--- src/rtl/piw_pkg.sv ---
// Shared types, constants and helper functions for the point-in-polygon winding block.
package piw_pkg;

	localparam int COORD_BITS    = 16;
	localparam int DIFF_BITS     = COORD_BITS + 1;
	localparam int PROD_BITS     = 2 * DIFF_BITS;
	localparam int WIND_BITS     = 12;
	localparam int CFG_IDX_BITS  = 1;
	localparam int CFG_DATA_BITS = COORD_BITS;

	localparam logic [CFG_IDX_BITS-1:0] REG_TEST_X = 1'd0;
	localparam logic [CFG_IDX_BITS-1:0] REG_TEST_Y = 1'd1;

	typedef logic [1:0] quad_t;

	localparam quad_t QUAD_PP = 2'd0;
	localparam quad_t QUAD_NP = 2'd1;
	localparam quad_t QUAD_NN = 2'd2;
	localparam quad_t QUAD_PN = 2'd3;

	typedef logic signed [DIFF_BITS-1:0] diff_t;
	typedef logic signed [PROD_BITS-1:0] prod_t;
	typedef logic signed [WIND_BITS-1:0] wind_t;

	typedef struct packed {
		logic signed [COORD_BITS-1:0] vertex_x;
		logic signed [COORD_BITS-1:0] vertex_y;
		logic                         last_vertex;
	} vertex_t;

	typedef struct packed {
		logic  inside_res;
		wind_t winding;
	} result_t;

	// A vertex relative to the test point, as handed from the front to the back.
	typedef struct packed {
		diff_t dx;
		diff_t dy;
		quad_t quad;
		logic  last;
	} rel_vertex_t;

	typedef enum logic [2:0] {
		STEP_NONE,
		STEP_INC,
		STEP_DEC,
		STEP_INC_IF_GE,
		STEP_DEC_IF_LT
	} step_t;

	function automatic quad_t quadrant(input diff_t dx, input diff_t dy);
		quad_t q;
		if (dy[DIFF_BITS-1]) begin
			q = dx[DIFF_BITS-1] ? QUAD_NN : QUAD_PN;
		end else begin
			q = dx[DIFF_BITS-1] ? QUAD_NP : QUAD_PP;
		end
		return q;
	endfunction

	// Classifies the quadrant step of an edge from quadrant pq to quadrant cq.
	function automatic step_t step_class(input quad_t pq, input quad_t cq);
		step_t s;
		if (pq == QUAD_PN && cq == QUAD_PP) begin
			s = STEP_INC;
		end else if (pq == QUAD_PP && cq == QUAD_PN) begin
			s = STEP_DEC;
		end else if ((pq == QUAD_NN && cq == QUAD_PP) || (pq == QUAD_PN && cq == QUAD_NP)) begin
			s = STEP_INC_IF_GE;
		end else if ((pq == QUAD_PP && cq == QUAD_NN) || (pq == QUAD_NP && cq == QUAD_PN)) begin
			s = STEP_DEC_IF_LT;
		end else begin
			s = STEP_NONE;
		end
		return s;
	endfunction

	function automatic wind_t step_delta(input step_t s, input logic ge);
		wind_t d;
		case (s)
			STEP_INC:       d = wind_t'(1);
			STEP_DEC:       d = wind_t'(-1);
			STEP_INC_IF_GE: d = ge ? wind_t'(1) : wind_t'(0);
			STEP_DEC_IF_LT: d = ge ? wind_t'(0) : wind_t'(-1);
			default:        d = wind_t'(0);
		endcase
		return d;
	endfunction

endpackage

--- src/rtl/point_in_polygon_winding.sv ---
// Point-in-polygon test by quadrant winding number over a stream of vertices.
// Throughput: one vertex per cycle; the back end's single product stage sets the pace,
// but holds a closing vertex while the result queue is full; results wait in that queue.
// Full and empty follow two small queues: vertices to the back end, results to the port.
// Reset clears the test point, the queues, the vertex tally and the winding count.
module point_in_polygon_winding #(
	parameter int MID_DEPTH = 4,
	parameter int RES_DEPTH = 2
) (
	input  logic                               clk,
	input  logic                               arst_n,
	input  logic                               cfg_we,
	input  logic [piw_pkg::CFG_IDX_BITS-1:0]   cfg_index,
	input  logic [piw_pkg::CFG_DATA_BITS-1:0]  cfg_data,
	input  logic                               push,
	input  piw_pkg::vertex_t                   vertex,
	output logic                               full,
	input  logic                               pop,
	output piw_pkg::result_t                   result,
	output logic                               empty
);
	import piw_pkg::*;

	rel_vertex_t rel;
	rel_vertex_t head;
	logic        head_empty;
	logic        head_pop;
	logic        res_full;
	logic        res_push;
	result_t     res;

	piw_front u_front (
		.clk       (clk),
		.arst_n    (arst_n),
		.cfg_we    (cfg_we),
		.cfg_index (cfg_index),
		.cfg_data  (cfg_data),
		.vertex    (vertex),
		.rel       (rel)
	);

	piw_queue #(
		.item_t (rel_vertex_t),
		.DEPTH  (MID_DEPTH)
	) u_mid_queue (
		.clk    (clk),
		.arst_n (arst_n),
		.push   (push),
		.din    (rel),
		.full   (full),
		.pop    (head_pop),
		.dout   (head),
		.empty  (head_empty)
	);

	piw_back u_back (
		.clk        (clk),
		.arst_n     (arst_n),
		.head       (head),
		.head_empty (head_empty),
		.head_pop   (head_pop),
		.res_full   (res_full),
		.res_push   (res_push),
		.res        (res)
	);

	piw_queue #(
		.item_t (result_t),
		.DEPTH  (RES_DEPTH)
	) u_res_queue (
		.clk    (clk),
		.arst_n (arst_n),
		.push   (res_push),
		.din    (res),
		.full   (res_full),
		.pop    (pop),
		.dout   (result),
		.empty  (empty)
	);
endmodule

--- src/rtl/piw_queue.sv ---
// Small first-in first-out queue built from flip-flops.
module piw_queue #(
	parameter type item_t = logic,
	parameter int  DEPTH  = 4
) (
	input  logic  clk,
	input  logic  arst_n,
	input  logic  push,
	input  item_t din,
	output logic  full,
	input  logic  pop,
	output item_t dout,
	output logic  empty
);
	localparam int PTR_BITS = (DEPTH > 1) ? $clog2(DEPTH) : 1;
	localparam int CNT_BITS = $clog2(DEPTH + 1);
	localparam logic [PTR_BITS-1:0] LAST_PTR = PTR_BITS'(DEPTH - 1);
	localparam logic [CNT_BITS-1:0] FULL_CNT = CNT_BITS'(DEPTH);

	item_t               mem_q [DEPTH];
	logic [PTR_BITS-1:0] wr_ptr_q;
	logic [PTR_BITS-1:0] rd_ptr_q;
	logic [CNT_BITS-1:0] count_q;
	logic                do_push;
	logic                do_pop;

	assign full    = (count_q == FULL_CNT);
	assign empty   = (count_q == '0);
	assign do_push = push && !full;
	assign do_pop  = pop && !empty;
	assign dout    = mem_q[rd_ptr_q];

	always_ff @(posedge clk) begin
		if (do_push) begin
			mem_q[wr_ptr_q] <= din;
		end
	end

	always_ff @(posedge clk or negedge arst_n) begin
		if (!arst_n) begin
			wr_ptr_q <= '0;
			rd_ptr_q <= '0;
			count_q  <= '0;
		end else begin
			if (do_push) begin
				wr_ptr_q <= (wr_ptr_q == LAST_PTR) ? '0 : wr_ptr_q + 1'b1;
			end
			if (do_pop) begin
				rd_ptr_q <= (rd_ptr_q == LAST_PTR) ? '0 : rd_ptr_q + 1'b1;
			end
			if (do_push && !do_pop) begin
				count_q <= count_q + 1'b1;
			end else if (do_pop && !do_push) begin
				count_q <= count_q - 1'b1;
			end
		end
	end
endmodule

--- src/rtl/piw_front.sv ---
// Front end: holds the test point and turns each vertex into offsets and a quadrant.
module piw_front (
	input  logic                                 clk,
	input  logic                                 arst_n,
	input  logic                                 cfg_we,
	input  logic [piw_pkg::CFG_IDX_BITS-1:0]     cfg_index,
	input  logic [piw_pkg::CFG_DATA_BITS-1:0]    cfg_data,
	input  piw_pkg::vertex_t                     vertex,
	output piw_pkg::rel_vertex_t                 rel
);
	import piw_pkg::*;

	logic signed [COORD_BITS-1:0] test_x_q;
	logic signed [COORD_BITS-1:0] test_y_q;
	diff_t                        dx;
	diff_t                        dy;

	always_ff @(posedge clk or negedge arst_n) begin
		if (!arst_n) begin
			test_x_q <= '0;
			test_y_q <= '0;
		end else if (cfg_we) begin
			case (cfg_index)
				REG_TEST_X: test_x_q <= cfg_data;
				REG_TEST_Y: test_y_q <= cfg_data;
				default: ;
			endcase
		end
	end

	assign dx = {vertex.vertex_x[COORD_BITS-1], vertex.vertex_x} - {test_x_q[COORD_BITS-1], test_x_q};
	assign dy = {vertex.vertex_y[COORD_BITS-1], vertex.vertex_y} - {test_y_q[COORD_BITS-1], test_y_q};

	assign rel.dx   = dx;
	assign rel.dy   = dy;
	assign rel.quad = quadrant(dx, dy);
	assign rel.last = vertex.last_vertex;
endmodule

--- src/rtl/piw_back.sv ---
// Back end: edge products, winding update and the per-polygon result.
module piw_back (
	input  logic                  clk,
	input  logic                  arst_n,
	input  piw_pkg::rel_vertex_t  head,
	input  logic                  head_empty,
	output logic                  head_pop,
	input  logic                  res_full,
	output logic                  res_push,
	output piw_pkg::result_t      res
);
	import piw_pkg::*;

	diff_t       first_dx_q;
	diff_t       first_dy_q;
	quad_t       first_quad_q;
	diff_t       prev_dx_q;
	diff_t       prev_dy_q;
	quad_t       prev_quad_q;
	logic [1:0]  tally_q;
	wind_t       wind_q;

	logic        valid_s1;
	step_t       a_step_s1;
	prod_t       a_p1_s1;
	prod_t       a_p2_s1;
	step_t       b_step_s1;
	prod_t       b_p1_s1;
	prod_t       b_p2_s1;
	logic        first_s1;
	logic        last_s1;
	logic        short_s1;

	logic        consume;
	logic        load;
	logic        is_first;
	diff_t       f_dx;
	diff_t       f_dy;
	quad_t       f_quad;
	logic [1:0]  tally_inc;
	wind_t       wind_base;
	wind_t       wind_new;

	// A stage holding a closing vertex waits while the result queue is full.
	assign consume  = valid_s1 && !(last_s1 && res_full);
	assign load     = !head_empty && (!valid_s1 || consume);
	assign head_pop = load;

	assign is_first  = (tally_q == 2'd0);
	assign f_dx      = is_first ? head.dx : first_dx_q;
	assign f_dy      = is_first ? head.dy : first_dy_q;
	assign f_quad    = is_first ? head.quad : first_quad_q;
	assign tally_inc = (tally_q == 2'd3) ? 2'd3 : tally_q + 2'd1;

	always_ff @(posedge clk) begin
		if (load) begin
			a_step_s1 <= is_first ? STEP_NONE : step_class(prev_quad_q, head.quad);
			a_p1_s1   <= prod_t'(prev_dx_q) * prod_t'(head.dy);
			a_p2_s1   <= prod_t'(prev_dy_q) * prod_t'(head.dx);
			b_step_s1 <= head.last ? step_class(head.quad, f_quad) : STEP_NONE;
			b_p1_s1   <= prod_t'(head.dx) * prod_t'(f_dy);
			b_p2_s1   <= prod_t'(head.dy) * prod_t'(f_dx);
			first_s1  <= is_first;
			last_s1   <= head.last;
			short_s1  <= (tally_q < 2'd2);
		end
	end

	always_ff @(posedge clk or negedge arst_n) begin
		if (!arst_n) begin
			valid_s1     <= 1'b0;
			first_dx_q   <= '0;
			first_dy_q   <= '0;
			first_quad_q <= QUAD_PP;
			prev_dx_q    <= '0;
			prev_dy_q    <= '0;
			prev_quad_q  <= QUAD_PP;
			tally_q      <= 2'd0;
			wind_q       <= '0;
		end else begin
			if (load) begin
				valid_s1 <= 1'b1;
			end else if (consume) begin
				valid_s1 <= 1'b0;
			end
			if (load) begin
				if (is_first) begin
					first_dx_q   <= head.dx;
					first_dy_q   <= head.dy;
					first_quad_q <= head.quad;
				end
				prev_dx_q   <= head.dx;
				prev_dy_q   <= head.dy;
				prev_quad_q <= head.quad;
				tally_q     <= head.last ? 2'd0 : tally_inc;
			end
			if (consume) begin
				wind_q <= last_s1 ? '0 : wind_new;
			end
		end
	end

	assign wind_base = first_s1 ? '0 : wind_q;
	assign wind_new  = wind_base + step_delta(a_step_s1, a_p1_s1 >= a_p2_s1)
		+ step_delta(b_step_s1, b_p1_s1 >= b_p2_s1);

	assign res_push       = consume && last_s1;
	assign res.inside_res = !short_s1 && (wind_new != '0);
	assign res.winding    = short_s1 ? '0 : wind_new;
endmodule

--- config.mk ---
export PLATFORM = sky130hd
export DESIGN_NAME = point_in_polygon_winding
export DESIGN_NICKNAME = d
export VERILOG_FILES = /design/src/rtl/piw_pkg.sv /design/src/rtl/point_in_polygon_winding.sv /design/src/rtl/piw_queue.sv /design/src/rtl/piw_front.sv /design/src/rtl/piw_back.sv
export SDC_FILE = /design/constraint.sdc
export NUM_CORES = 2
export LEC_CHECK = 0
export ABC_CLOCK_PERIOD_IN_PS = 9100
export BUFFER_PORTS_ARGS = -buffer_cell sky130_fd_sc_hd__buf_2
export CAP_MARGIN = 10
export CORE_MARGIN = 1
export CORE_UTILIZATION = 60
export CTS_BUF_LIST = sky130_fd_sc_hd__clkbuf_4
export DETAILED_ROUTE_END_ITERATION = 10
export PLACE_DENSITY = 0.78
export SYNTH_ARGS = -nofsm -noshare
export SYNTH_HDL_FRONTEND = slang
export SYNTH_SLANG_ARGS = --single-unit
--- constraint.sdc ---
create_clock -name clk -period 9.1 [get_ports clk]
set_clock_uncertainty 0.2 [all_clocks]
set_input_delay 1.365 -clock clk [delete_from_list [all_inputs] [get_ports clk]]
set_output_delay 1.365 -clock clk [all_outputs]
set_load 0.005 [all_outputs]
==> impl_metrics.env <==
export IMPL_dr_pass1_iters=8
export IMPL_setup_viol=0
export IMPL_drive_gt1_share_pct=7.66
export IMPL_ant_nets=0
export IMPL_syn_inst=6398
export IMPL_grt_first_pass_wirelength_um=259000
export IMPL_cts_tree="done"
export IMPL_via_count=44737
export IMPL_critical_path_class="reg2reg"
export IMPL_wl_per_cell_um=20.0
export IMPL_synth_compound_gate_area_share_pct=5.99
export IMPL_hold_buffers=0
export IMPL_antenna_found_initial=3
export IMPL_portBuffers=69
export IMPL_grt_overflow_total=0
export IMPL_coreArea_um2=104000
export IMPL_synth_top_family_by_area="adder cells"
export IMPL_min_period_ns=8.69
export IMPL_synth_warning_count=0
export IMPL_synthAdderAreaFrac_pct=47.0
export IMPL_drt_iter0_markers=3694
export IMPL_path_max_fanout=24
export IMPL_relSlewSlack_pct=19.6
export IMPL_ios=70
export IMPL_worst_ep_required_time_ns=9.63
export IMPL_start_kind="flip-flop"
export IMPL_row_count=118
export IMPL_finalNonFillerCells=7965
export IMPL_avgSynthCellArea_um2=9.88
export IMPL_grt_total_usage_pct=31.4
export IMPL_syn_num_nets=8110
export IMPL_cts_made_buffers=112
export IMPL_syn_to_final_growth_pct=5.95
export IMPL_yosys_cell_types_count=76
export IMPL_worst_pin_slew_ns=1.21
export IMPL_design_area_um2=67000
export IMPL_ff2ff_path_depth=26
export IMPL_nFillCells=8136
export IMPL_synth_edff_count=315
export IMPL_cts_max_level=3
export IMPL_dieArea_um2=107000
export IMPL_timing_rr_end="u_back.b_p1_s1[33]"
export IMPL_postPlaceCellArea_um2=65500
export IMPL_cts_setup_buffers=0
export IMPL_vias_per_cell=5.62
export IMPL_hold_viol=0
export IMPL_cap_violations=0
export IMPL_synth_xor_area_share_pct=2.54
export IMPL_synthMuxAreaShare_pct=1.98
export IMPL_hpwl_um=127000
export IMPL_rsz0062_at_grt="no"
export IMPL_clkLatencyLatePin_ns=0.99
export IMPL_status="finished clean"
export IMPL_grt_pass1_vias=48100
export IMPL_async_reset_ff_share_pct=29.1
export IMPL_slew_violations=0
export IMPL_synth_top_flop_cell="edfxtp_1"
export IMPL_clkTransAtPathRegs_ns=0.08
export IMPL_hp_class="in2async"
export IMPL_tns_ns=0
export IMPL_crit_arrival_ns=9.22
export IMPL_timing_final_crit_share_pct=95.5
export IMPL_setup_ws_ns=0.406
export IMPL_clockBufferDepth=3
export IMPL_die_h_um=327
export IMPL_end_kind="flip-flop"
export IMPL_nNetsFinal=8195
export IMPL_rrSetupSlack_ns=0.41
export IMPL_gp_congestion=0.996
export IMPL_wl_um=159000
export IMPL_fmax_mhz=115
export IMPL_die_w_um=327
export IMPL_root_buffer="clkbuf_4"
export IMPL_placed_cells=7749
export IMPL_worstReg2RegStart="u_mid_queue.rd_ptr_q[0]"
export IMPL_grt_start_max_net_pins=74
export IMPL_clock_sinks=444
export IMPL_ctsResizeCount=0
export IMPL_yosys_area_share_simple_pct=12.5
export IMPL_syn_area_um2=63200
export IMPL_dp_slack_ns=0.523
export IMPL_seq_area_frac_synth_pct=20.1
export IMPL_start_util_pct=60.8
export IMPL_drc=0
export IMPL_ys_ff_latch=444
==> stage by stage <==
step | util [%] | hold slack (ns)
finish | 64.4 | 0.257
global route | 64.4 | 0.291
CTS | 64.4 | 0.221
detailed placement | 63.0 | 0.263
global placement | 63.0 | 0.253
floorplan | - | 0.240
==> cells in the mapped netlist, types with 66 or more instances <==
cell	instances	area, µm²
a21o_1	66	495
a21oi_1	143	716
and2_1	275	1720
clkbuf_1	205	769
dfrtp_1	129	3230
edfxtp_1	315	9460
fa_1	1199	24000
ha_1	458	5730
inv_1	1414	5310
nand2_1	869	3260
nor2_1	380	1430
nor2b_1	67	419
o21ai_0	152	761
xnor2_1	146	1280
==> critical path: stages (launching register included) <==
cell	delay, ns
dfrtp_2	0.79
buf_4	0.37
mux2_2	0.21
o21ai_1	0.14
o21ai_1	0.74
nand2_1	0.15
fa_1	0.51
inv_1	0.05
fa_1	0.53
inv_1	0.05
fa_1	0.51
inv_1	0.06
fa_1	0.49
fa_1	0.50
inv_1	0.07
fa_1	0.50
inv_1	0.05
ha_1	0.36
nand4_1	0.13
nor2_1	0.05
a2111oi_0	0.69
nand4_1	0.26
nand2_1	0.20
o311ai_0	0.22
a31o_2	0.29
a21oi_1	0.19
xnor2_1	0.09
==> how the worst max path moves through the flow <==
stage	slack, ns	end	startpoint
finish	0.41	u_back.b_p1_s1[33]	u_mid_queue.rd_ptr_q[0]
detailed placement	0.52	u_back.b_p1_s1[33]	u_mid_queue.rd_ptr_q[0]
CTS	0.46	u_back.b_p1_s1[33]	u_mid_queue.rd_ptr_q[0]
floorplan	1.40	u_back.b_p2_s1[32]	u_mid_queue.rd_ptr_q[1]
global placement	0.61	u_back.b_p1_s1[33]	u_mid_queue.rd_ptr_q[0]
global route	0.03	u_back.a_p1_s1[31]	u_mid_queue.rd_ptr_q[0]
==> routing by layer <==
layer / GRT usage, % / up-vias / wire length, µm
met2: 50.0 / 2190 / 72900
met4: 15.6 / 4 / 9420
met1: 41.1 / 22316 / 61100
li1: - / 19762 / -
met3: 6.68 / 465 / 15700
met5: 0 / - / 23
==> flip-flops by register name, indices dropped and copies added (netlist names), 2 cells and up <==
signal,flops
u_mid_queue.mem_q,144
u_back.a_p1_s1,34
u_back.a_p2_s1,34
u_back.b_p1_s1,34
u_back.b_p2_s1,34
u_res_queue.mem_q,26
u_back.first_dx_q,17
u_back.first_dy_q,17
u_back.prev_dx_q,17
u_back.prev_dy_q,16
u_front.test_x_q,16
u_front.test_y_q,16
u_back.wind_q,12
u_back.a_step_s1,3
u_back.b_step_s1,3
u_mid_queue.count_q,3
u_back.first_quad_q,2
u_back.prev_quad_q,2
u_back.tally_q,2
u_mid_queue.rd_ptr_q,2
u_mid_queue.wr_ptr_q,2
u_res_queue.count_q,2
==> layout by cell type, fill, tap and decap left out, types with 68 or more instances in the layout <==
cell type / synthesis / final
ha_1: 458 / 458
dfrtp_1: 129 / 127
o21ai_0: 152 / 138
edfxtp_1: 315 / 315
buf_2: 12 / 68
fa_1: 1199 / 1199
and2_1: 275 / 271
nor2_1: 380 / 380
nand2_1: 869 / 869
clkbuf_4: 0 / 161
a21oi_1: 143 / 143
xnor2_1: 146 / 146
buf_4: 0 / 134
inv_1: 1414 / 1414
==> logic make-up (layout without fill, tap and decap cells) <==
| logic type | count (synthesis) | after routing |
|---|---|---|
| AOI/OAI and AO/OA | 590 | 590 |
| and+or+nand+nor | 1772 | 1772 |
| muxes | 101 | 101 |
| buffers and inverters | 1651 | 1832 |
| adders and majority gates | 1657 | 1657 |
| xor gates and xnor gates | 183 | 183 |
| DFF | 444 | 444 |
| other | 0 | 6 |
==> cell type report <==
class | count | area, µm² | area share (%)
antenna | 6 | 15.0 | 0.0224
sequential | 444 | 12700 | 19.0
tap | 1380 | 1730 | 2.58
clock inverter | 49 | 275 | 0.411
clock buffer | 161 | 1210 | 1.81
inverter | 1417 | 5330 | 7.96
multi-input combinational | 4303 | 44300 | 66.2
timing repair buffer | 205 | 1400 | 2.09
Power is not shown: default switching activity piles up to over one toggle a cycle in this logic, so the estimate is an artifact.
